**src/design/assert_macros.svh**
```systemverilog
// assertion macros for the sequencer rtl
// no dependencies; define ASSERT_OFF to compile the checks out
`ifndef ASSERT_MACROS_SVH
`define ASSERT_MACROS_SVH

`ifndef ASSERT_OFF

// checked only while the block is out of reset
`define ILS_ASSERT(label, clk, rstn, prop, msg) \
    label: assert property (@(posedge clk) disable iff (!rstn) prop) else $error(msg);

// checked on every edge, reset included
`define ILS_ASSERT_ALWAYS(label, clk, prop, msg) \
    label: assert property (@(posedge clk) prop) else $error(msg);

`else

`define ILS_ASSERT(label, clk, rstn, prop, msg)
`define ILS_ASSERT_ALWAYS(label, clk, prop, msg)

`endif

`endif

```
**src/design/ilseq_pkg.sv**
```systemverilog
// shared types, codes and helpers of the intersection light sequencer
// no dependencies
package ilseq_pkg;

    localparam int DEF_MAX_LIGHTS = 16;
    localparam int DEF_COORD_BITS = 8;
    localparam int QUEUE_DEPTH    = 4;

    localparam logic [7:0] GREEN_RESET  = 8'd10;
    localparam logic [7:0] YELLOW_RESET = 8'd4;

    localparam logic [1:0] CFG_LIGHT_COUNT = 2'd0;
    localparam logic [1:0] CFG_GREEN_TIME  = 2'd1;
    localparam logic [1:0] CFG_YELLOW_TIME = 2'd2;

    localparam logic KIND_TICK  = 1'b0;
    localparam logic KIND_QUERY = 1'b1;

    typedef enum logic [1:0] {
        MODE_TICK  = 2'd0,
        MODE_LOAD  = 2'd1,
        MODE_QUERY = 2'd2
    } mode_t;

    typedef enum logic [1:0] {
        COLOR_GREEN  = 2'd0,
        COLOR_YELLOW = 2'd1,
        COLOR_RED    = 2'd2,
        COLOR_NONE   = 2'd3
    } color_t;

    typedef enum logic [1:0] {
        BS_IDLE,
        BS_TICK,
        BS_QUERY
    } back_state_t;

    // one classified item as it travels through the queue
    typedef struct packed {
        mode_t      mode;
        logic [3:0] light_index;
        logic [7:0] pos_x;
        logic [7:0] pos_y;
        logic       horizontal;
        logic [7:0] priority_x;
        logic [7:0] priority_y;
        logic       priority_x_valid;
        logic       priority_y_valid;
    } cmd_t;

    typedef struct packed {
        logic [4:0] lamps_used;
        logic [7:0] green_len;
        logic [7:0] yellow_len;
    } cfg_t;

    // one step toward the target, always through yellow
    function automatic color_t step_color(input color_t cur, input color_t tgt);
        color_t res;
        res = cur;
        if (cur != tgt) begin
            case (cur)
                COLOR_GREEN, COLOR_RED: res = COLOR_YELLOW;
                COLOR_YELLOW:           res = (tgt == COLOR_GREEN) ? COLOR_GREEN : COLOR_RED;
                default:                res = cur;
            endcase
        end
        return res;
    endfunction

endpackage

```
**src/design/ilseq_front.sv**
```systemverilog
// front end: accepts input items, drops those that do nothing, builds commands
// depends on ilseq_pkg
module ilseq_front #(
    parameter int MAX_LIGHTS = ilseq_pkg::DEF_MAX_LIGHTS
) (
    input  logic              s_valid,
    output logic              s_ready,
    input  logic [1:0]        s_mode,
    input  logic [3:0]        s_light_index,
    input  logic [7:0]        s_pos_x,
    input  logic [7:0]        s_pos_y,
    input  logic              s_horizontal,
    input  logic [7:0]        s_priority_x,
    input  logic [7:0]        s_priority_y,
    input  logic              s_priority_x_valid,
    input  logic              s_priority_y_valid,
    input  logic              queue_full,
    output logic              push,
    output ilseq_pkg::cmd_t   cmd
);
    import ilseq_pkg::*;

    logic keep;

    assign s_ready = !queue_full;

    always_comb begin
        case (s_mode)
            MODE_TICK:  keep = 1'b1;
            MODE_QUERY: keep = 1'b1;
            MODE_LOAD:  keep = (32'(s_light_index) < MAX_LIGHTS);
            default:    keep = 1'b0;
        endcase
    end

    assign push = s_valid && s_ready && keep;

    always_comb begin
        cmd.mode             = mode_t'(s_mode);
        cmd.light_index      = s_light_index;
        cmd.pos_x            = s_pos_x;
        cmd.pos_y            = s_pos_y;
        cmd.horizontal       = s_horizontal;
        cmd.priority_x       = s_priority_x;
        cmd.priority_y       = s_priority_y;
        cmd.priority_x_valid = s_priority_x_valid;
        cmd.priority_y_valid = s_priority_y_valid;
    end

endmodule

```
**src/design/ilseq_queue.sv**
```systemverilog
// short command queue between front and back end
// depends on ilseq_pkg
module ilseq_queue (
    input  logic            aclk,
    input  logic            aresetn,
    input  logic            push,
    input  ilseq_pkg::cmd_t push_cmd,
    output logic            full,
    output logic            pop_valid,
    input  logic            pop,
    output ilseq_pkg::cmd_t pop_cmd
);
    import ilseq_pkg::*;

    localparam int PTR_W = $clog2(QUEUE_DEPTH);
    localparam int CNT_W = $clog2(QUEUE_DEPTH + 1);

    cmd_t             slot_reg [QUEUE_DEPTH];
    logic [PTR_W-1:0] wr_ptr_reg, wr_ptr_next;
    logic [PTR_W-1:0] rd_ptr_reg, rd_ptr_next;
    logic [CNT_W-1:0] count_reg, count_next;
    logic             do_pop;

    assign full      = (count_reg == CNT_W'(QUEUE_DEPTH));
    assign pop_valid = (count_reg != '0);
    assign pop_cmd   = slot_reg[rd_ptr_reg];
    assign do_pop    = pop && pop_valid;

    always_comb begin
        wr_ptr_next = push ? wr_ptr_reg + 1'b1 : wr_ptr_reg;
        rd_ptr_next = do_pop ? rd_ptr_reg + 1'b1 : rd_ptr_reg;
        count_next  = count_reg;
        if (push && !do_pop) begin
            count_next = count_reg + 1'b1;
        end else if (!push && do_pop) begin
            count_next = count_reg - 1'b1;
        end
    end

    always_ff @(posedge aclk) begin
        if (!aresetn) begin
            wr_ptr_reg <= '0;
            rd_ptr_reg <= '0;
            count_reg  <= '0;
        end else begin
            wr_ptr_reg <= wr_ptr_next;
            rd_ptr_reg <= rd_ptr_next;
            count_reg  <= count_next;
        end
    end

    always_ff @(posedge aclk) begin
        if (push) begin
            slot_reg[wr_ptr_reg] <= push_cmd;
        end
    end

endmodule

```
**src/design/ilseq_back.sv**
```systemverilog
// back end: light table, phase timer and the per-entry scan for ticks and queries
// depends on ilseq_pkg
module ilseq_back #(
    parameter int MAX_LIGHTS = ilseq_pkg::DEF_MAX_LIGHTS,
    parameter int COORD_BITS = ilseq_pkg::DEF_COORD_BITS
) (
    input  logic            aclk,
    input  logic            aresetn,
    input  ilseq_pkg::cfg_t cfg,
    input  logic            cmd_valid,
    input  ilseq_pkg::cmd_t cmd,
    output logic            cmd_pop,
    output logic            m_valid,
    input  logic            m_ready,
    output logic            m_kind,
    output logic [3:0]      m_report_index,
    output logic [1:0]      m_color,
    output logic            m_last
);
    import ilseq_pkg::*;

    localparam int IDX_W = (MAX_LIGHTS > 1) ? $clog2(MAX_LIGHTS) : 1;
    localparam int CNT_W = $clog2(MAX_LIGHTS + 1);

    typedef struct packed {
        logic [COORD_BITS-1:0] x;
        logic [COORD_BITS-1:0] y;
        logic                  horizontal;
        color_t                color;
    } entry_t;

    entry_t mem [MAX_LIGHTS];

    back_state_t           state_reg, state_next;
    logic [7:0]            counter_reg, counter_next;
    logic                  yellow_reg, yellow_next;
    logic                  axis_reg, axis_next;

    logic                  boundary_reg, boundary_next;
    logic                  axis_old_reg, axis_old_next;
    logic [COORD_BITS-1:0] key_x_reg, key_x_next;
    logic [COORD_BITS-1:0] key_y_reg, key_y_next;
    logic                  key_x_valid_reg, key_x_valid_next;
    logic                  key_y_valid_reg, key_y_valid_next;

    logic [CNT_W-1:0]      issue_idx_reg, issue_idx_next;
    logic [IDX_W-1:0]      rd_idx_reg, rd_idx_next;
    logic                  data_valid_reg, data_valid_next;
    entry_t                rd_entry_reg;

    logic                  m_valid_reg;
    logic                  m_kind_reg;
    logic [3:0]            m_index_reg;
    color_t                m_color_reg;
    logic                  m_last_reg;

    logic [CNT_W-1:0]      n;
    logic                  slot_free;
    logic                  last_entry;
    logic                  hit;
    logic                  match;
    color_t                target;
    color_t                new_color;
    logic                  timer_end;

    logic                  consume;
    logic                  issue;
    logic                  emit;
    logic                  emit_kind;
    logic [3:0]            emit_index;
    color_t                emit_color;
    logic                  emit_last;
    logic [IDX_W-1:0]      rd_addr;
    logic                  mem_we;
    logic [IDX_W-1:0]      wr_addr;
    entry_t                wr_data;

    always_comb begin
        if (32'(cfg.lamps_used) > MAX_LIGHTS) begin
            n = CNT_W'(MAX_LIGHTS);
        end else begin
            n = CNT_W'(cfg.lamps_used);
        end
    end

    assign slot_free  = !m_valid_reg || m_ready;
    assign last_entry = ((CNT_W'(rd_idx_reg) + CNT_W'(1)) == n);
    assign timer_end  = (counter_reg <= 8'd1);

    // key registers hold the priority coordinates on a tick, the position on a query
    assign hit = (key_x_valid_reg && rd_entry_reg.x == key_x_reg) ||
                 (key_y_valid_reg && rd_entry_reg.y == key_y_reg);
    assign match = (rd_entry_reg.x == key_x_reg) && (rd_entry_reg.y == key_y_reg);

    always_comb begin
        target = ((rd_entry_reg.horizontal == !axis_old_reg) || hit) ? COLOR_GREEN : COLOR_RED;
        new_color = boundary_reg ? step_color(rd_entry_reg.color, target) : rd_entry_reg.color;
    end

    // next state
    always_comb begin
        state_next = state_reg;
        case (state_reg)
            BS_IDLE: begin
                if (cmd_valid) begin
                    if (cmd.mode == MODE_TICK && n != '0) begin
                        state_next = BS_TICK;
                    end else if (cmd.mode == MODE_QUERY) begin
                        state_next = BS_QUERY;
                    end
                end
            end
            BS_TICK: begin
                if (data_valid_reg && slot_free && last_entry) begin
                    state_next = BS_IDLE;
                end
            end
            BS_QUERY: begin
                if (n == '0) begin
                    if (slot_free) begin
                        state_next = BS_IDLE;
                    end
                end else if (data_valid_reg && (match || last_entry) && slot_free) begin
                    state_next = BS_IDLE;
                end
            end
            default: state_next = BS_IDLE;
        endcase
    end

    // control and datapath
    always_comb begin
        cmd_pop          = 1'b0;
        consume          = 1'b0;
        emit             = 1'b0;
        emit_kind        = KIND_TICK;
        emit_index       = 4'(rd_idx_reg);
        emit_color       = new_color;
        emit_last        = last_entry;
        mem_we           = 1'b0;
        wr_addr          = rd_idx_reg;
        wr_data          = rd_entry_reg;
        wr_data.color    = new_color;
        counter_next     = counter_reg;
        yellow_next      = yellow_reg;
        axis_next        = axis_reg;
        boundary_next    = boundary_reg;
        axis_old_next    = axis_old_reg;
        key_x_next       = key_x_reg;
        key_y_next       = key_y_reg;
        key_x_valid_next = key_x_valid_reg;
        key_y_valid_next = key_y_valid_reg;

        case (state_reg)
            BS_IDLE: begin
                cmd_pop = cmd_valid;
                if (cmd_valid) begin
                    case (cmd.mode)
                        MODE_LOAD: begin
                            mem_we             = 1'b1;
                            wr_addr            = IDX_W'(cmd.light_index);
                            wr_data.x          = COORD_BITS'(cmd.pos_x);
                            wr_data.y          = COORD_BITS'(cmd.pos_y);
                            wr_data.horizontal = cmd.horizontal;
                            wr_data.color      = cmd.horizontal ? COLOR_GREEN : COLOR_RED;
                        end
                        MODE_QUERY: begin
                            key_x_next = COORD_BITS'(cmd.pos_x);
                            key_y_next = COORD_BITS'(cmd.pos_y);
                        end
                        MODE_TICK: begin
                            key_x_next       = COORD_BITS'(cmd.priority_x);
                            key_y_next       = COORD_BITS'(cmd.priority_y);
                            key_x_valid_next = cmd.priority_x_valid;
                            key_y_valid_next = cmd.priority_y_valid;
                            boundary_next    = timer_end;
                            axis_old_next    = axis_reg;
                            if (!timer_end) begin
                                counter_next = counter_reg - 8'd1;
                            end else if (!yellow_reg) begin
                                yellow_next  = 1'b1;
                                counter_next = cfg.yellow_len;
                            end else begin
                                axis_next    = !axis_reg;
                                yellow_next  = 1'b0;
                                counter_next = cfg.green_len;
                            end
                        end
                        default: ;
                    endcase
                end
            end
            BS_TICK: begin
                consume = data_valid_reg && slot_free;
                emit    = consume;
                mem_we  = consume;
            end
            BS_QUERY: begin
                emit_kind = KIND_QUERY;
                emit_last = 1'b1;
                if (n == '0) begin
                    emit       = slot_free;
                    emit_index = 4'd0;
                    emit_color = COLOR_NONE;
                end else begin
                    consume    = data_valid_reg && (!(match || last_entry) || slot_free);
                    emit       = consume && (match || last_entry);
                    emit_index = match ? 4'(rd_idx_reg) : 4'd0;
                    emit_color = match ? rd_entry_reg.color : COLOR_NONE;
                end
            end
            default: ;
        endcase
    end

    // read-ahead over the table; a stalled entry is read again at the same address
    always_comb begin
        issue = (state_reg == BS_TICK || state_reg == BS_QUERY) &&
                (issue_idx_reg < n) && (!data_valid_reg || consume);
        rd_addr = (data_valid_reg && !consume) ? rd_idx_reg : issue_idx_reg[IDX_W-1:0];
        if (state_reg == BS_IDLE) begin
            issue_idx_next  = '0;
            rd_idx_next     = rd_idx_reg;
            data_valid_next = 1'b0;
        end else begin
            issue_idx_next  = issue ? issue_idx_reg + CNT_W'(1) : issue_idx_reg;
            rd_idx_next     = issue ? issue_idx_reg[IDX_W-1:0] : rd_idx_reg;
            data_valid_next = issue || (data_valid_reg && !consume);
        end
    end

    always_ff @(posedge aclk) begin
        if (!aresetn) begin
            state_reg      <= BS_IDLE;
            counter_reg    <= GREEN_RESET;
            yellow_reg     <= 1'b0;
            axis_reg       <= 1'b0;
            issue_idx_reg  <= '0;
            data_valid_reg <= 1'b0;
            m_valid_reg    <= 1'b0;
        end else begin
            state_reg      <= state_next;
            counter_reg    <= counter_next;
            yellow_reg     <= yellow_next;
            axis_reg       <= axis_next;
            issue_idx_reg  <= issue_idx_next;
            data_valid_reg <= data_valid_next;
            if (emit) begin
                m_valid_reg <= 1'b1;
            end else if (m_ready) begin
                m_valid_reg <= 1'b0;
            end
        end
    end

    always_ff @(posedge aclk) begin
        boundary_reg    <= boundary_next;
        axis_old_reg    <= axis_old_next;
        key_x_reg       <= key_x_next;
        key_y_reg       <= key_y_next;
        key_x_valid_reg <= key_x_valid_next;
        key_y_valid_reg <= key_y_valid_next;
        rd_idx_reg      <= rd_idx_next;
        if (emit) begin
            m_kind_reg  <= emit_kind;
            m_index_reg <= emit_index;
            m_color_reg <= emit_color;
            m_last_reg  <= emit_last;
        end
    end

    always_ff @(posedge aclk) begin
        rd_entry_reg <= mem[rd_addr];
        if (mem_we) begin
            mem[wr_addr] <= wr_data;
        end
    end

    assign m_valid        = m_valid_reg;
    assign m_kind         = m_kind_reg;
    assign m_report_index = m_index_reg;
    assign m_color        = m_color_reg;
    assign m_last         = m_last_reg;

endmodule

```
**src/design/intersection_light_sequencer_core.sv**
```systemverilog
// intersection light sequencer: ticks and queries scan the light table one entry per cycle
// through its single read port while the output is not stalled, a query stopping at its
// first match; a 4-deep command queue takes items while the back end works. aresetn
// (synchronous, active low) sets the timer to green with 10 ticks, horizontal axis open,
// count 0, green 10, yellow 4; the table is not cleared
`include "assert_macros.svh"

module intersection_light_sequencer_core #(
    parameter int MAX_LIGHTS = ilseq_pkg::DEF_MAX_LIGHTS,
    parameter int COORD_BITS = ilseq_pkg::DEF_COORD_BITS
) (
    input  logic       aclk,
    input  logic       aresetn,
    input  logic       cfg_we,
    input  logic [1:0] cfg_index,
    input  logic [7:0] cfg_wdata,
    input  logic       s_valid,
    output logic       s_ready,
    input  logic [1:0] s_mode,
    input  logic [3:0] s_light_index,
    input  logic [7:0] s_pos_x,
    input  logic [7:0] s_pos_y,
    input  logic       s_horizontal,
    input  logic [7:0] s_priority_x,
    input  logic [7:0] s_priority_y,
    input  logic       s_priority_x_valid,
    input  logic       s_priority_y_valid,
    output logic       m_valid,
    input  logic       m_ready,
    output logic       m_kind,
    output logic [3:0] m_report_index,
    output logic [1:0] m_color,
    output logic       m_last
);
    import ilseq_pkg::*;

    logic [4:0] lamps_used_reg;
    logic [7:0] green_len_reg;
    logic [7:0] yellow_len_reg;
    cfg_t       cfg;

    logic       queue_full;
    logic       push;
    cmd_t       push_cmd;
    logic       pop_valid;
    logic       pop;
    cmd_t       pop_cmd;

    always_ff @(posedge aclk) begin
        if (!aresetn) begin
            lamps_used_reg <= 5'd0;
            green_len_reg  <= GREEN_RESET;
            yellow_len_reg <= YELLOW_RESET;
        end else if (cfg_we) begin
            case (cfg_index)
                CFG_LIGHT_COUNT: lamps_used_reg <= cfg_wdata[4:0];
                CFG_GREEN_TIME:  green_len_reg  <= cfg_wdata;
                CFG_YELLOW_TIME: yellow_len_reg <= cfg_wdata;
                default: ;
            endcase
        end
    end

    always_comb begin
        cfg.lamps_used = lamps_used_reg;
        cfg.green_len  = green_len_reg;
        cfg.yellow_len = yellow_len_reg;
    end

    ilseq_front #(
        .MAX_LIGHTS(MAX_LIGHTS)
    ) u_front (
        .s_valid            (s_valid),
        .s_ready            (s_ready),
        .s_mode             (s_mode),
        .s_light_index      (s_light_index),
        .s_pos_x            (s_pos_x),
        .s_pos_y            (s_pos_y),
        .s_horizontal       (s_horizontal),
        .s_priority_x       (s_priority_x),
        .s_priority_y       (s_priority_y),
        .s_priority_x_valid (s_priority_x_valid),
        .s_priority_y_valid (s_priority_y_valid),
        .queue_full         (queue_full),
        .push               (push),
        .cmd                (push_cmd)
    );

    ilseq_queue u_queue (
        .aclk      (aclk),
        .aresetn   (aresetn),
        .push      (push),
        .push_cmd  (push_cmd),
        .full      (queue_full),
        .pop_valid (pop_valid),
        .pop       (pop),
        .pop_cmd   (pop_cmd)
    );

    ilseq_back #(
        .MAX_LIGHTS(MAX_LIGHTS),
        .COORD_BITS(COORD_BITS)
    ) u_back (
        .aclk           (aclk),
        .aresetn        (aresetn),
        .cfg            (cfg),
        .cmd_valid      (pop_valid),
        .cmd            (pop_cmd),
        .cmd_pop        (pop),
        .m_valid        (m_valid),
        .m_ready        (m_ready),
        .m_kind         (m_kind),
        .m_report_index (m_report_index),
        .m_color        (m_color),
        .m_last         (m_last)
    );

    // no result may be pending right after reset
    `ILS_ASSERT_ALWAYS(a_reset_clears_output, aclk, !aresetn |=> !m_valid, "result valid after reset")

    // a query result is always marked last
    `ILS_ASSERT(a_query_is_last, aclk, aresetn, m_valid && m_kind == KIND_QUERY |-> m_last, "query answer without last")

    // tick reports only describe entries in use
    `ILS_ASSERT(a_tick_index_in_use, aclk, aresetn, m_valid && m_kind == KIND_TICK |-> 5'(m_report_index) < lamps_used_reg, "tick report beyond light count")

    // a none color only answers a query
    `ILS_ASSERT(a_none_only_query, aclk, aresetn, m_valid && m_color == COLOR_NONE |-> m_kind == KIND_QUERY, "none color on a tick report")

endmodule

```
**config.mk**
```make
export PLATFORM = sky130hd
export DESIGN_NAME = intersection_light_sequencer_core
export DESIGN_NICKNAME = d
export VERILOG_FILES = /design/src/design/ilseq_pkg.sv /design/src/design/ilseq_front.sv /design/src/design/ilseq_queue.sv /design/src/design/ilseq_back.sv /design/src/design/intersection_light_sequencer_core.sv
export VERILOG_INCLUDE_DIRS = /design/src /design/src/design
export SDC_FILE = /design/constraint.sdc
export NUM_CORES = 1
export LEC_CHECK = 0
export BUFFER_PORTS_ARGS = -buffer_cell sky130_fd_sc_hd__buf_2
export CORE_ASPECT_RATIO = 1.1
export CORE_MARGIN = 2
export CORE_UTILIZATION = 56
export DETAILED_ROUTE_END_ITERATION = 7
export GPL_TIMING_DRIVEN = 0
export PLACE_DENSITY = 0.76
export SYNTH_ARGS = -nofsm -noshare
export SYNTH_HDL_FRONTEND = slang
export SYNTH_SLANG_ARGS = --single-unit
export TNS_END_PERCENT = 20
```
**constraint.sdc**
```tcl
create_clock -name aclk -period 3.4 [get_ports aclk]
set_input_delay 0.17 -clock aclk [delete_from_list [all_inputs] [get_ports aclk]]
set_output_delay 0.17 -clock aclk [all_outputs]
set_load 0.03 [all_outputs]
```
==> results_dict.tcl <==
set metrics [dict create \
    drt_pass1_iterations 5 \
    yosysSeqAreaShare_pct 71.8 \
    fmax_mhz 277 \
    worstPathMaxFanout 10 \
    wl_um 47700 \
    cts.sinks 568 \
    synthCells 1369 \
    crit_buf_inv 3 \
    io_pins 66 \
    cts_max_path_buffers 3 \
    die_h_um 216 \
    synth-main-ff-cell "edfxtp_1" \
    path_delay_family "simple AND/OR/NAND/NOR gates" \
    slew_headroom_pct 31.3 \
    min_from "aresetn" \
    crit_path_max_incr_delay_ns 0.56 \
    cp.arrival_ns 4.05 \
    grt_overflow 0 \
    h-tree-depth 2 \
    synthArstFlopShare_pct 0 \
    p_per_area_mw_per_mm2 616 \
    core_region_area_sq_mm 0.0402 \
    reg2reg_setup_slack_ns -0.20 \
    met2_usage_pct 39.8 \
    place_hpwl_um 30100 \
    required_ns 3.85 \
    violations "setup timing" \
    synth-seq-cells 568 \
    ir_worst_vdd_uv 568 \
    die_w_um 196 \
    path_cells "xnor2_2 > nand4_1 > buf_6 > or4_4 > o221a_1 > o211ai_1 > buf_6 > buf_12 > mux2i_4 > nor3_1 > or4_4 > or3_4" \
    r2r-start "u_back.key_x_reg[2]" \
    r2r-end "u_back.rd_entry_reg[6]" \
    finalWorstPathRequiredPeriod_ns 3.60 \
    synth-edff-count 500 \
    start_kind "register" \
    grt_use_met1_pct 30.2 \
    final_antenna_net_count 0 \
    grt_use_met3_pct 2.80 \
    start_util_pct 56.8 \
    antennaDiodeCount 0 \
    critPathKind "reg -> reg" \
    nNetsFinal 1654 \
    dp_slack_ns -0.911 \
    cts_tree "done" \
    grt_pass1_vias 13000 \
    drive_above_1_share_pct 24.9 \
    finalWorstSetupSlack_ns -0.204 \
    synth_nets 1442 \
    whs_path_depth 2 \
    cts_buffers 49 \
    path_clk_slew_ns 0.06 \
    p_leak_nw 8.72 \
    final_cell_mix "edfxtp_1, mux2i_1, nor3_1" \
    io_buffers 64 \
    rows 77 \
    crit_path_end_kind "register" \
    worst-r2r-cell-count 12 \
    worst_slew_pin_slew_ns 1.03 \
    synth_area_sq_mm 0.0228 \
    clk_latency_ns 0.58 \
    crit_slowest_cell "or4_4" \
    antenna_found_initial 0 \
    routed-via-count 12600 \
    synthDistinctLibCells 66 \
    post-route-drc-count 0 \
    hp-class "in -> reg" \
    rsz0062_at_grt "yes" \
    hold_violations 0 \
    setup_violations 19 \
    drt-wirelength-per-cell_um 22.4 \
    instances_no_fill 2133 \
    grt_first_pass_wirelength_um 74100 \
    grt_max_degree 32 \
    skew_ns 0.0230 \
    synth.avg_cell_area_sq_um 16.7 \
    status "complete, but fails checks" \
    cts_root_buf "clkbuf_16" \
    grt_most_used_layer "met2" \
    drv_slew 0 \
    max-cap-violations 0 \
    area_growth_pct 18.7 \
    routed_via_density 5.89 \
    gp_congestion 0.802 \
    track_usage_pct 22.9 \
    drtIter0Drc 1367 \
    final_common_cell "edfxtp_1" \
    finalCritPeriodShare_pct 106 \
    dp_cells 1967 \
    dieArea_sq_mm 0.0423 \
    largest_reg_flops 304 \
    synth_warnings 0 \
    worstHoldEndpoint "u_back.counter_reg[1]" \
]
-- report_power, final --
part           total [W]  internal [W]  switching (W)
logic            0.00258       0.00102        0.00156
registers        0.00866       0.00847       0.000193
clock network    0.00543       0.00302        0.00241
-- synth_stat cells, types with 22 or more instances --
master	n	share of area [%]
dfxtp_1	68	6.0
or3_1	23	0.63
o22ai_1	38	1.0
mux2_2	39	1.9
nand2_1	35	0.58
clkbuf_1	25	0.41
mux2i_1	184	8.1
nor3_1	83	1.8
mux4_2	41	4.0
nor2_1	74	1.2
edfxtp_1	500	66
xnor2_1	22	0.85
-- area by class of cell --
cell class / count / area [sq um]
buffer: 65 / 522
clock buffer: 66 / 1350
clock inverter: 24 / 200
fill: 2476 / 13100
inverter: 17 / 63.8
multi-input combinational: 716 / 6400
sequential: 568 / 16400
tap: 513 / 642
timing repair buffer: 164 / 1520
-- through the flow --
| stage | hold slack, ns | utilization (%) | setup TNS, ns | power [W] | area, sq um |
|---|---|---|---|---|---|
| 3_5_place_dp | 0.387 | 60.1 | -54.62 | 0.0112 | 24200 |
| 4_1_cts | 0.0139 | 66.6 | -3.06 | 0.0167 | 26700 |
| 3_3_place_gp | 0.378 | 59.1 | -284.16 | 0.0110 | 23800 |
| 2_1_floorplan | 0.269 | - | -0.307 | 0.0104 | 22800 |
| 5_1_grt | 0.0504 | 67.4 | -5.22 | 0.0172 | 27100 |
| 6_report | 0.0406 | 67.4 | -3.13 | 0.0167 | 27100 |
-- routing by layer --
layer | part of all wire, % | wire, um
met1 | 40 | 19000
met2 | 52 | 24800
met3 | 5.3 | 2550
met4 | 2.7 | 1270
met5 | 0 | 0
-- logic make-up after synthesis --
| family | Yosys count | synth area share (%) |
|---|---|---|
| fa+ha+maj | 17 | 0.966 |
| compound gates | 108 | 3.20 |
| simple gates | 295 | 6.68 |
| buf+inv | 85 | 1.89 |
| flops | 568 | 71.8 |
| mux | 265 | 14.1 |
| xor+xnor | 31 | 1.32 |
-- how the worst max path moves through the flow --
stage | from | to | slack, ns | depth (start not counted)
global route | u_back.key_x_reg[1] | u_back.rd_entry_reg[15] | -0.32 | 12
CTS | u_back.key_x_reg[2] | u_back.rd_entry_reg[6] | -0.19 | 12
detailed placement | u_back.key_x_reg[2] | u_back.rd_entry_reg[11] | -0.91 | 12
global placement | register | u_back.mem[11][12] | -0.92 | 7
finish | u_back.key_x_reg[2] | u_back.rd_entry_reg[6] | -0.20 | 12
floorplan | register | u_back.mem[3][0] | -0.008 | 7
-- what timing repair did --
action,CTS,global route
hold endpoints to repair,185,0
cloned,1,2
buffers inserted,16,8
hold buffers,52,0
resized for setup,98,33
pin swaps,21,8
setup endpoints to repair,331,340
(Power assumes the default switching activity.)
